==> src/hrht_pkg.sv <==
// Package for the HTTP request header tokenizer.
// Byte codes, field tags, status codes and the result item types.
// No dependencies.
package hrht_pkg;

  localparam int unsigned QDEPTH = 4;
  localparam int unsigned QAW    = $clog2(QDEPTH);
  localparam int unsigned QCW    = $clog2(QDEPTH + 1);

  localparam logic [7:0] CH_CR    = 8'h0D;
  localparam logic [7:0] CH_LF    = 8'h0A;
  localparam logic [7:0] CH_SP    = 8'h20;
  localparam logic [7:0] CH_COLON = 8'h3A;

  localparam logic [2:0] TAG_METHOD  = 3'd0;
  localparam logic [2:0] TAG_PATH    = 3'd1;
  localparam logic [2:0] TAG_VERSION = 3'd2;
  localparam logic [2:0] TAG_NAME    = 3'd3;
  localparam logic [2:0] TAG_VALUE   = 3'd4;
  localparam logic [2:0] TAG_NONE    = 3'd5;

  localparam logic [1:0] ST_OK       = 2'd0;
  localparam logic [1:0] ST_NO_SPACE = 2'd1;
  localparam logic [1:0] ST_NO_COLON = 2'd2;
  localparam logic [1:0] ST_NO_REQ   = 2'd3;

  typedef struct packed {
    logic [7:0] out_byte;
    logic [2:0] field_tag;
    logic       line_done;
    logic       header_done;
    logic [1:0] status;
    logic       last_result;
  } res_t;

  // Up to two result items produced by one input item.
  typedef struct packed {
    res_t       r1;
    res_t       r0;
    logic [1:0] cnt;
  } push_t;

endpackage

==> src/hrht_if.sv <==
// Channel interfaces for the HTTP request header tokenizer.
// Depends on nothing; widths follow the item fields.
interface hrht_byte_if;
  logic       valid;
  logic       ready;
  logic [7:0] data_byte;
  logic       is_last;

  modport source (output valid, output data_byte, output is_last, input ready);
  modport sink (input valid, input data_byte, input is_last, output ready);
endinterface

interface hrht_token_if;
  logic       valid;
  logic       ready;
  logic [7:0] out_byte;
  logic [2:0] field_tag;
  logic       line_done;
  logic       header_done;
  logic [1:0] status;
  logic       last_result;

  modport source (output valid, output out_byte, output field_tag, output line_done,
                  output header_done, output status, output last_result, input ready);
  modport sink (input valid, input out_byte, input field_tag, input line_done,
                input header_done, input status, input last_result, output ready);
endinterface

==> src/http_request_header_tokenizer.sv <==
// HTTP request header tokenizer. Takes one header byte per cycle on byte_in
// while the result queue has room; emits tagged content bytes, line and header
// ends and status on token_out. Bytes pass an input register, combinational
// decode logic and a four-entry result queue; a new byte is taken every cycle
// while the queue holds two or fewer items, so throughput is one byte per cycle
// whenever token_out keeps up with one item per cycle. A byte yields zero, one
// or two items, read out at the queue head. Depends on hrht_pkg and hrht_if.
module http_request_header_tokenizer (
  input  logic         clk,
  input  logic         rst,
  hrht_byte_if.sink    byte_in,
  hrht_token_if.source token_out
);
  import hrht_pkg::*;

  logic           in_valid;
  logic [7:0]     in_byte;
  logic           in_last;
  logic           advance;
  logic           space;
  push_t          push;
  res_t           head;
  logic [QCW-1:0] count;

  assign space         = count <= QCW'(QDEPTH - 2);
  assign advance       = in_valid && space;
  assign byte_in.ready = !in_valid || space;

  always_ff @(posedge clk) begin
    if (rst) begin
      in_valid <= 1'b0;
    end else if (byte_in.ready) begin
      in_valid <= byte_in.valid;
    end
  end

  always_ff @(posedge clk) begin
    if (byte_in.ready && byte_in.valid) begin
      in_byte <= byte_in.data_byte;
      in_last <= byte_in.is_last;
    end
  end

  hrht_core u_core (
    .clk       (clk),
    .rst       (rst),
    .advance   (advance),
    .data_byte (in_byte),
    .is_last   (in_last),
    .push      (push)
  );

  hrht_queue u_queue (
    .clk     (clk),
    .rst     (rst),
    .push_en (advance),
    .push    (push),
    .pop     (token_out.ready),
    .head    (head),
    .count   (count)
  );

  assign token_out.valid       = count != '0;
  assign token_out.out_byte    = head.out_byte;
  assign token_out.field_tag   = head.field_tag;
  assign token_out.line_done   = head.line_done;
  assign token_out.header_done = head.header_done;
  assign token_out.status      = head.status;
  assign token_out.last_result = head.last_result;

  a_queue_bound: assert property (@(posedge clk) disable iff (rst)
    count <= QCW'(QDEPTH))
    else $error("result queue overflow");

  a_last_has_result: assert property (@(posedge clk) disable iff (rst)
    advance && in_last |-> push.cnt != 2'd0)
    else $error("last byte produced no result");

  a_stall_holds: assert property (@(posedge clk) disable iff (rst)
    in_valid && !space |=> in_valid && $stable(in_byte) && $stable(in_last))
    else $error("stalled input register changed");

  a_push_fits: assert property (@(posedge clk) disable iff (rst)
    advance |-> (32'(count) + 32'(push.cnt)) <= 32'(QDEPTH))
    else $error("push exceeds queue space");

endmodule

==> src/hrht_core.sv <==
// Tokenizer state and per-byte decode: one input item in, zero to two
// result items out. Depends on hrht_pkg.
module hrht_core (
  input  logic                clk,
  input  logic                rst,
  input  logic                advance,
  input  logic [7:0]          data_byte,
  input  logic                is_last,
  output hrht_pkg::push_t     push
);
  import hrht_pkg::*;

  typedef enum logic [2:0] {
    PH_METHOD, PH_PATH, PH_VERSION, PH_NAME, PH_SKIP, PH_VALUE, PH_HALT
  } phase_t;

  typedef struct packed {
    phase_t     ph;
    logic       emit;
    logic [2:0] tag;
  } step_t;

  phase_t     phase;
  logic       cr_held;
  logic       line_has_content;
  logic [1:0] error_code;

  phase_t     phase_next;
  logic       cr_held_next;
  logic       line_has_content_next;
  logic [1:0] error_code_next;

  res_t       r [2];
  logic [1:0] n;
  logic       ended;
  logic       last_idx;
  step_t      s0;
  step_t      s1;

  function automatic step_t content(input phase_t ph, input logic [7:0] b);
    step_t s;
    s.ph   = ph;
    s.emit = 1'b0;
    s.tag  = TAG_NONE;
    case (ph)
      PH_METHOD: begin
        if (b == CH_SP) s.ph = PH_PATH;
        else begin s.emit = 1'b1; s.tag = TAG_METHOD; end
      end
      PH_PATH: begin
        if (b == CH_SP) s.ph = PH_VERSION;
        else begin s.emit = 1'b1; s.tag = TAG_PATH; end
      end
      PH_VERSION: begin
        s.emit = 1'b1;
        s.tag  = TAG_VERSION;
      end
      PH_NAME: begin
        if (b == CH_COLON) s.ph = PH_SKIP;
        else begin s.emit = 1'b1; s.tag = TAG_NAME; end
      end
      PH_SKIP: begin
        if (b != CH_SP) begin
          s.ph   = PH_VALUE;
          s.emit = 1'b1;
          s.tag  = TAG_VALUE;
        end
      end
      PH_VALUE: begin
        s.emit = 1'b1;
        s.tag  = TAG_VALUE;
      end
      default: ;
    endcase
    return s;
  endfunction

  always_comb begin
    phase_next            = phase;
    cr_held_next          = cr_held;
    line_has_content_next = line_has_content;
    error_code_next       = error_code;
    n                     = 2'd0;
    ended                 = 1'b0;
    s0                    = '0;
    s1                    = '0;
    for (int k = 0; k < 2; k++) begin
      r[k]           = '0;
      r[k].field_tag = TAG_NONE;
    end

    if (phase_next != PH_HALT) begin
      if (cr_held_next) begin
        cr_held_next = 1'b0;
        if (data_byte == CH_LF) begin
          ended = 1'b1;
          if (!line_has_content_next) begin
            if (phase_next <= PH_VERSION) error_code_next = ST_NO_REQ;
            else r[0].header_done = 1'b1;
            phase_next = PH_HALT;
          end else begin
            if (phase_next == PH_METHOD || phase_next == PH_PATH) begin
              error_code_next = ST_NO_SPACE;
              phase_next      = PH_HALT;
            end else if (phase_next == PH_NAME) begin
              error_code_next = ST_NO_COLON;
              phase_next      = PH_HALT;
            end else begin
              phase_next = PH_NAME;
            end
            r[0].line_done = 1'b1;
          end
          n                     = 2'd1;
          line_has_content_next = 1'b0;
        end else begin
          // held CR turns out to be content
          s0                    = content(phase_next, CH_CR);
          line_has_content_next = 1'b1;
          phase_next            = s0.ph;
          if (s0.emit) begin
            r[0].out_byte  = CH_CR;
            r[0].field_tag = s0.tag;
            n              = 2'd1;
          end
        end
      end
      if (!ended) begin
        if (data_byte == CH_CR) begin
          cr_held_next = 1'b1;
        end else begin
          s1                    = content(phase_next, data_byte);
          line_has_content_next = 1'b1;
          phase_next            = s1.ph;
          if (s1.emit) begin
            r[n[0]].out_byte  = data_byte;
            r[n[0]].field_tag = s1.tag;
            n                 = n + 2'd1;
          end
        end
      end
    end

    if (is_last) begin
      if (error_code_next == ST_OK && phase_next <= PH_VERSION) error_code_next = ST_NO_REQ;
      if (n == 2'd0) n = 2'd1;
    end
    last_idx = (n == 2'd2);
    if (is_last) r[last_idx].last_result = 1'b1;
    for (int k = 0; k < 2; k++) r[k].status = error_code_next;

    push.r0  = r[0];
    push.r1  = r[1];
    push.cnt = n;
  end

  always_ff @(posedge clk) begin
    if (rst) begin
      phase            <= PH_METHOD;
      cr_held          <= 1'b0;
      line_has_content <= 1'b0;
      error_code       <= ST_OK;
    end else if (advance) begin
      if (is_last) begin
        phase            <= PH_METHOD;
        cr_held          <= 1'b0;
        line_has_content <= 1'b0;
        error_code       <= ST_OK;
      end else begin
        phase            <= phase_next;
        cr_held          <= cr_held_next;
        line_has_content <= line_has_content_next;
        error_code       <= error_code_next;
      end
    end
  end

endmodule

==> src/hrht_queue.sv <==
// Result queue: takes up to two result items per cycle, gives one per cycle while pop is high.
// Depends on hrht_pkg.
module hrht_queue (
  input  logic                   clk,
  input  logic                   rst,
  input  logic                   push_en,
  input  hrht_pkg::push_t        push,
  input  logic                   pop,
  output hrht_pkg::res_t         head,
  output logic [hrht_pkg::QCW-1:0] count
);
  import hrht_pkg::*;

  res_t           mem [QDEPTH];
  logic [QAW-1:0] wr_ptr;
  logic [QAW-1:0] rd_ptr;
  logic [1:0]     wr_cnt;
  logic           rd_en;

  assign wr_cnt = push_en ? push.cnt : 2'd0;
  assign rd_en  = pop && (count != '0);
  assign head   = mem[rd_ptr];

  always_ff @(posedge clk) begin
    if (wr_cnt != 2'd0) mem[wr_ptr] <= push.r0;
    if (wr_cnt == 2'd2) mem[wr_ptr + QAW'(1)] <= push.r1;
  end

  always_ff @(posedge clk) begin
    if (rst) begin
      wr_ptr <= '0;
      rd_ptr <= '0;
      count  <= '0;
    end else begin
      wr_ptr <= wr_ptr + QAW'(wr_cnt);
      rd_ptr <= rd_ptr + QAW'(rd_en);
      count  <= count + QCW'(wr_cnt) - QCW'(rd_en);
    end
  end

endmodule
==> src/flat_wrapper.sv <==
// flat-port wrapper written by rule: the top's interface ports become plain ports
module http_request_header_tokenizer_flat import hrht_pkg::*;
  (clk, rst, byte_in_valid, byte_in_data_byte, byte_in_is_last, byte_in_ready, token_out_valid, token_out_out_byte, token_out_field_tag, token_out_line_done, token_out_header_done, token_out_status, token_out_last_result, token_out_ready);
  hrht_byte_if byte_in_i ();
  hrht_token_if token_out_i ();
  input  logic clk;
  input  logic rst;
  input wire logic [$bits(byte_in_i.valid)-1:0] byte_in_valid;
  input wire logic [$bits(byte_in_i.data_byte)-1:0] byte_in_data_byte;
  input wire logic [$bits(byte_in_i.is_last)-1:0] byte_in_is_last;
  output wire logic [$bits(byte_in_i.ready)-1:0] byte_in_ready;
  output wire logic [$bits(token_out_i.valid)-1:0] token_out_valid;
  output wire logic [$bits(token_out_i.out_byte)-1:0] token_out_out_byte;
  output wire logic [$bits(token_out_i.field_tag)-1:0] token_out_field_tag;
  output wire logic [$bits(token_out_i.line_done)-1:0] token_out_line_done;
  output wire logic [$bits(token_out_i.header_done)-1:0] token_out_header_done;
  output wire logic [$bits(token_out_i.status)-1:0] token_out_status;
  output wire logic [$bits(token_out_i.last_result)-1:0] token_out_last_result;
  input wire logic [$bits(token_out_i.ready)-1:0] token_out_ready;
  assign byte_in_i.valid = byte_in_valid;
  assign byte_in_i.data_byte = byte_in_data_byte;
  assign byte_in_i.is_last = byte_in_is_last;
  assign byte_in_ready = byte_in_i.ready;
  assign token_out_valid = token_out_i.valid;
  assign token_out_out_byte = token_out_i.out_byte;
  assign token_out_field_tag = token_out_i.field_tag;
  assign token_out_line_done = token_out_i.line_done;
  assign token_out_header_done = token_out_i.header_done;
  assign token_out_status = token_out_i.status;
  assign token_out_last_result = token_out_i.last_result;
  assign token_out_i.ready = token_out_ready;
  http_request_header_tokenizer u_core (.clk(clk), .rst(rst), .byte_in(byte_in_i), .token_out(token_out_i));
endmodule
==> config.mk <==
export PLATFORM = sky130hd
export DESIGN_NAME = http_request_header_tokenizer_flat
export DESIGN_NICKNAME = d
export VERILOG_FILES = /design/src/hrht_pkg.sv /design/src/hrht_if.sv /design/src/http_request_header_tokenizer.sv /design/src/hrht_core.sv /design/src/hrht_queue.sv /design/src/flat_wrapper.sv
export SDC_FILE = /design/constraint.sdc
export NUM_CORES = 1
export LEC_CHECK = 0
export BUFFER_PORTS_ARGS = -buffer_cell sky130_fd_sc_hd__buf_4
export CAP_MARGIN = 5
export CORE_MARGIN = 1
export CORE_UTILIZATION = 43
export CTS_BUF_LIST = sky130_fd_sc_hd__clkbuf_4
export DETAILED_ROUTE_END_ITERATION = 16
export SLEW_MARGIN = 10
export SYNTH_ARGS = -nofsm -noshare
export SYNTH_HDL_FRONTEND = slang
export SYNTH_SLANG_ARGS = --single-unit
==> constraint.sdc <==
create_clock -name clk -period 5 [get_ports clk]
set_clock_uncertainty 0.05 [all_clocks]
set_input_delay 0.75 -clock clk [delete_from_list [all_inputs] [get_ports clk]]
set_output_delay 0.75 -clock clk [all_outputs]
set_load 0.1 [all_outputs]
==> flow_summary_export.csv <==
group,metric,value,unit
status,outcome,"complete, no violations",
placed_design,dp_hpwl,7.92,mm
setup_path,slowest_stage,"or4_1",
timing,max_slew_margin,35.5,%
power,sw_frac_of_total,41.4,%
final_layout,fillers,928,
timing,fmax,0.220,GHz
global_routing,antenna_found_initial,0,
yosys,syn-cell-area,4740,um^2
timing,timing.final.ws_setup,0.446,ns
timing,setup-violations-final,0,
cts,holdBufCountCts,0,
timing,fin_crit_sh,91.1,%
yosys,ys_types,62,
cts,ctsResizeCount,0,
timing,rsz0062_at_grt,"false",
yosys,synthMuxAreaShare,10.2,%
timing,min_period,4.55,ns
setup_path,cp-end-kind,"flip-flop",
power,power_density,422,nW/um^2
routing,vias,3351,
floorplan,die_y,107,um
yosys,yosysSeqAreaShare,52.5,%
final_layout,antenna-diode-count,0,
final_layout,drive_gt1_share,20.4,%
min_path,hold_path_depth,1,
routing,drt-total-wl,10.9,mm
floorplan,dieArea,11500,um^2
placed_design,preCtsSetupSlack,0.509,ns
cts,post-cts-setup-buffers,0,
global_routing,grt_max_degree,20,
placed_design,gp_congestion,0.838,
final_layout,final_area,5280,um^2
floorplan,core_area,10500,um^2
yosys,yosys-top-cells-count,"edfxtp_1, nor2_1, nand2_1, a21oi_1",
setup_path,startpoint_type,"flip-flop",
setup_path,cp.required,5.31,ns
flow_run,cap_violations,0,
global_routing,gr-usage-all-layers,20.6,%
yosys,synth-edff-count,73,
power,p_sw,922,uW
cts,cts_num_sinks,88,
placed_design,port_buffers,30,
timing,worst_pin_slew,0.966,ns
power,leakage,1.85,nW
cts,cts_buffer_depth,2,
cts,cts_tree,"built",
routing,dr.first_iter.drc_count,255,
placed_design,post_dp_cell_area,5110,um^2
yosys,ys_ff_latch,88,
yosys,synth.most_common_cell,"edfxtp_1",
yosys,yosys.area_share.adder,2.85,%
floorplan,num_rows,37,
timing,tns,0,ns
setup_path,worst-setup-path-type,"flip-flop to flip-flop",
yosys,yosys.area.top_type,"edfxtp_1",
final_layout,final_util,50.2,%
setup_path,crit_fanout,8,
cts,clockRootBuffer,"clkbuf_4",
yosys,syn_avg_cell_area,11.5,um^2
routing,first_pass_iters,4,
floorplan,io_pins,31,
yosys,synth_xor_area_share,0.923,%
yosys,synth_compound_area_share,12.8,%
yosys,syn_inst,411,
power,power_frac_clock,20.4,%
power,p_seq_share,41.3,%
yosys,synthTopCellsByArea,"edfxtp_1, mux4_2, dfxtp_1",
final_layout,layout.cells.non_filler,577,
routing,route.detailed.drc,0,
yosys,synth_top_family_by_area,"simple AND/OR/NAND/NOR gates",
power,max-vdd-ir-drop,0.202,mV
floorplan,start_util,45.1,%
timing,hold_viol_final,0,
power,p_int,1.30,mW
routing,ant_nets,0,
global_routing,overflow,0,
cts,clk_pin_slew,0.14,ns
timing,timing.hold.ws,0.404,ns
yosys,synthFlopType,"edfxtp_1",
routing,vias_per_cell,5.81,
floorplan,chipWidth,107,um
yosys,async_flop_share,0,%
yosys,synth_warnings,0,
timing,finalMaxSlewViolations,0,
setup_path,arrival,4.86,ns
power,power.total,2.23,mW
final_layout,syn_to_final_growth,11.3,%
setup_path,max_stage_delay,0.75,ns
min_path,hold_class,"primary input to flip-flop",
setup_path,path_cells,"or4_1, nor3_1, mux2i_1, a21oi_1, inv_1, ha_1, o41ai_4, nand3_1, nand2_1, a21oi_1, inv_1, ha_1, inv_1, ha_1, fa_1, xor2_1, xnor2_1, nor2_1",
yosys,synth-simple-area-share,17.3,%
yosys,synth_top_area_share,46.2,%
global_routing,grt_pass1_vias,3259,
placed_design,numPlacedInstances,561,
routing,routedWlPerCell,18.8,um
global_routing,grt_first_pass_wirelength,17.5,mm
setup_path,reg2reg_depth,18,
power,pwr-share-comb,38.3,%
cts,insertion_delay,0.46,ns
final_layout,nets,456,
yosys,syn_nets,431,
cts,cts_buffers,9,
cts,htreeDepth,3,
-- critical path: cells and delay by family (launching register included) --
family	cells	cell delay [ns]
adder cells (fa/ha/maj)	4	1.18
AO/OA/AOI/OAI	3	0.56
flip-flops	1	0.51
AND/OR/NAND/NOR	5	1.47
buffers and inverters	3	0.22
multiplexers	1	0.14
XOR/XNOR	2	0.31
-- sequential cells by signal, indices dropped and copies added, names as in the netlist --
| signal | flops |
|---|---|
| u_core.u_queue.count | 3 |
| u_core.in_byte | 8 |
| u_core.u_queue.mem | 64 |
| u_core.u_core.phase | 3 |
| u_core.u_core.error_code | 2 |
| u_core.in_last | 1 |
| u_core.u_core.cr_held | 1 |
| u_core.in_valid | 1 |
| u_core.u_core.line_has_content | 1 |
| u_core.u_queue.wr_ptr | 2 |
| u_core.u_queue.rd_ptr | 2 |
-- metal layers --
| metal | share of wire (%) | GRT usage [%] | up-vias | wire length (um) |
|---|---|---|---|---|
| met5 | 0 | 0 | - | 0 |
| met4 | 2.0 | 9.78 | 0 | 212 |
| met3 | 4.3 | 3.10 | 16 | 470 |
| met2 | 46 | 30.9 | 90 | 5000 |
| met1 | 48 | 29.3 | 1647 | 5180 |
| li1 | - | - | 1598 | - |
-- area by class of cell --
class / count / area [um^2] / share of cell area, %
clock buffer: 9 / 67.6 / 1.28
clock inverter: 7 / 96.3 / 1.83
inverter: 15 / 56.3 / 1.07
multi-input combinational: 283 / 2100 / 39.8
sequential: 88 / 2490 / 47.2
tap: 136 / 170 / 3.22
timing repair buffer: 39 / 293 / 5.55
-- cells by family (layout without fill, tap and decap cells) --
kind of cell,Yosys count,count (layout)
buffers and inverters,40,70
xor gates and xnor gates,5,5
DFF,88,88
and+or+nand+nor,149,149
muxes,28,28
adders and majority gates,11,11
AOI/OAI and AO/OA,90,90
-- worst paths after layout --
check / from / end / slack (ns)
setup / recovery: u_core.in_byte[4] / u_core.u_queue.count[2] / 0.45
setup reg to reg: u_core.in_byte[4] / u_core.u_queue.count[2] / 0.45
hold / removal: byte_in_is_last / u_core.in_last / 0.40
hold reg to reg: u_core.u_core.error_code[0] / u_core.u_core.error_code[0] / 0.49
-- power by group through the flow --
stage | registers [mW] | clock network (mW) | logic [mW]
2_1_floorplan | 0.892 | 0 | 0.729
3_3_place_gp | 0.933 | 0 | 0.854
3_5_place_dp | 0.937 | 0 | 0.860
4_1_cts | 0.920 | 0.465 | 0.862
5_1_grt | 0.929 | 0.487 | 0.895
6_report | 0.919 | 0.455 | 0.853
-- placed cells by master (no fill, tap or decap), drive strengths merged, types with 5 or more instances in the layout --
cell type / count
a211oi: 9
a21o: 7
a21oi: 28
a22oi: 5
and2: 9
and3: 16
buf: 39
clkbuf: 9
dfxtp: 15
edfxtp: 73
ha: 6
inv: 15
mux2i: 11
mux4: 16
nand2: 30
nand2b: 12
nand3: 11
nor2: 37
nor2b: 8
nor3: 8
o21ai: 17
o22ai: 7
No activity file was read; power rests on OpenSTA's default activity.
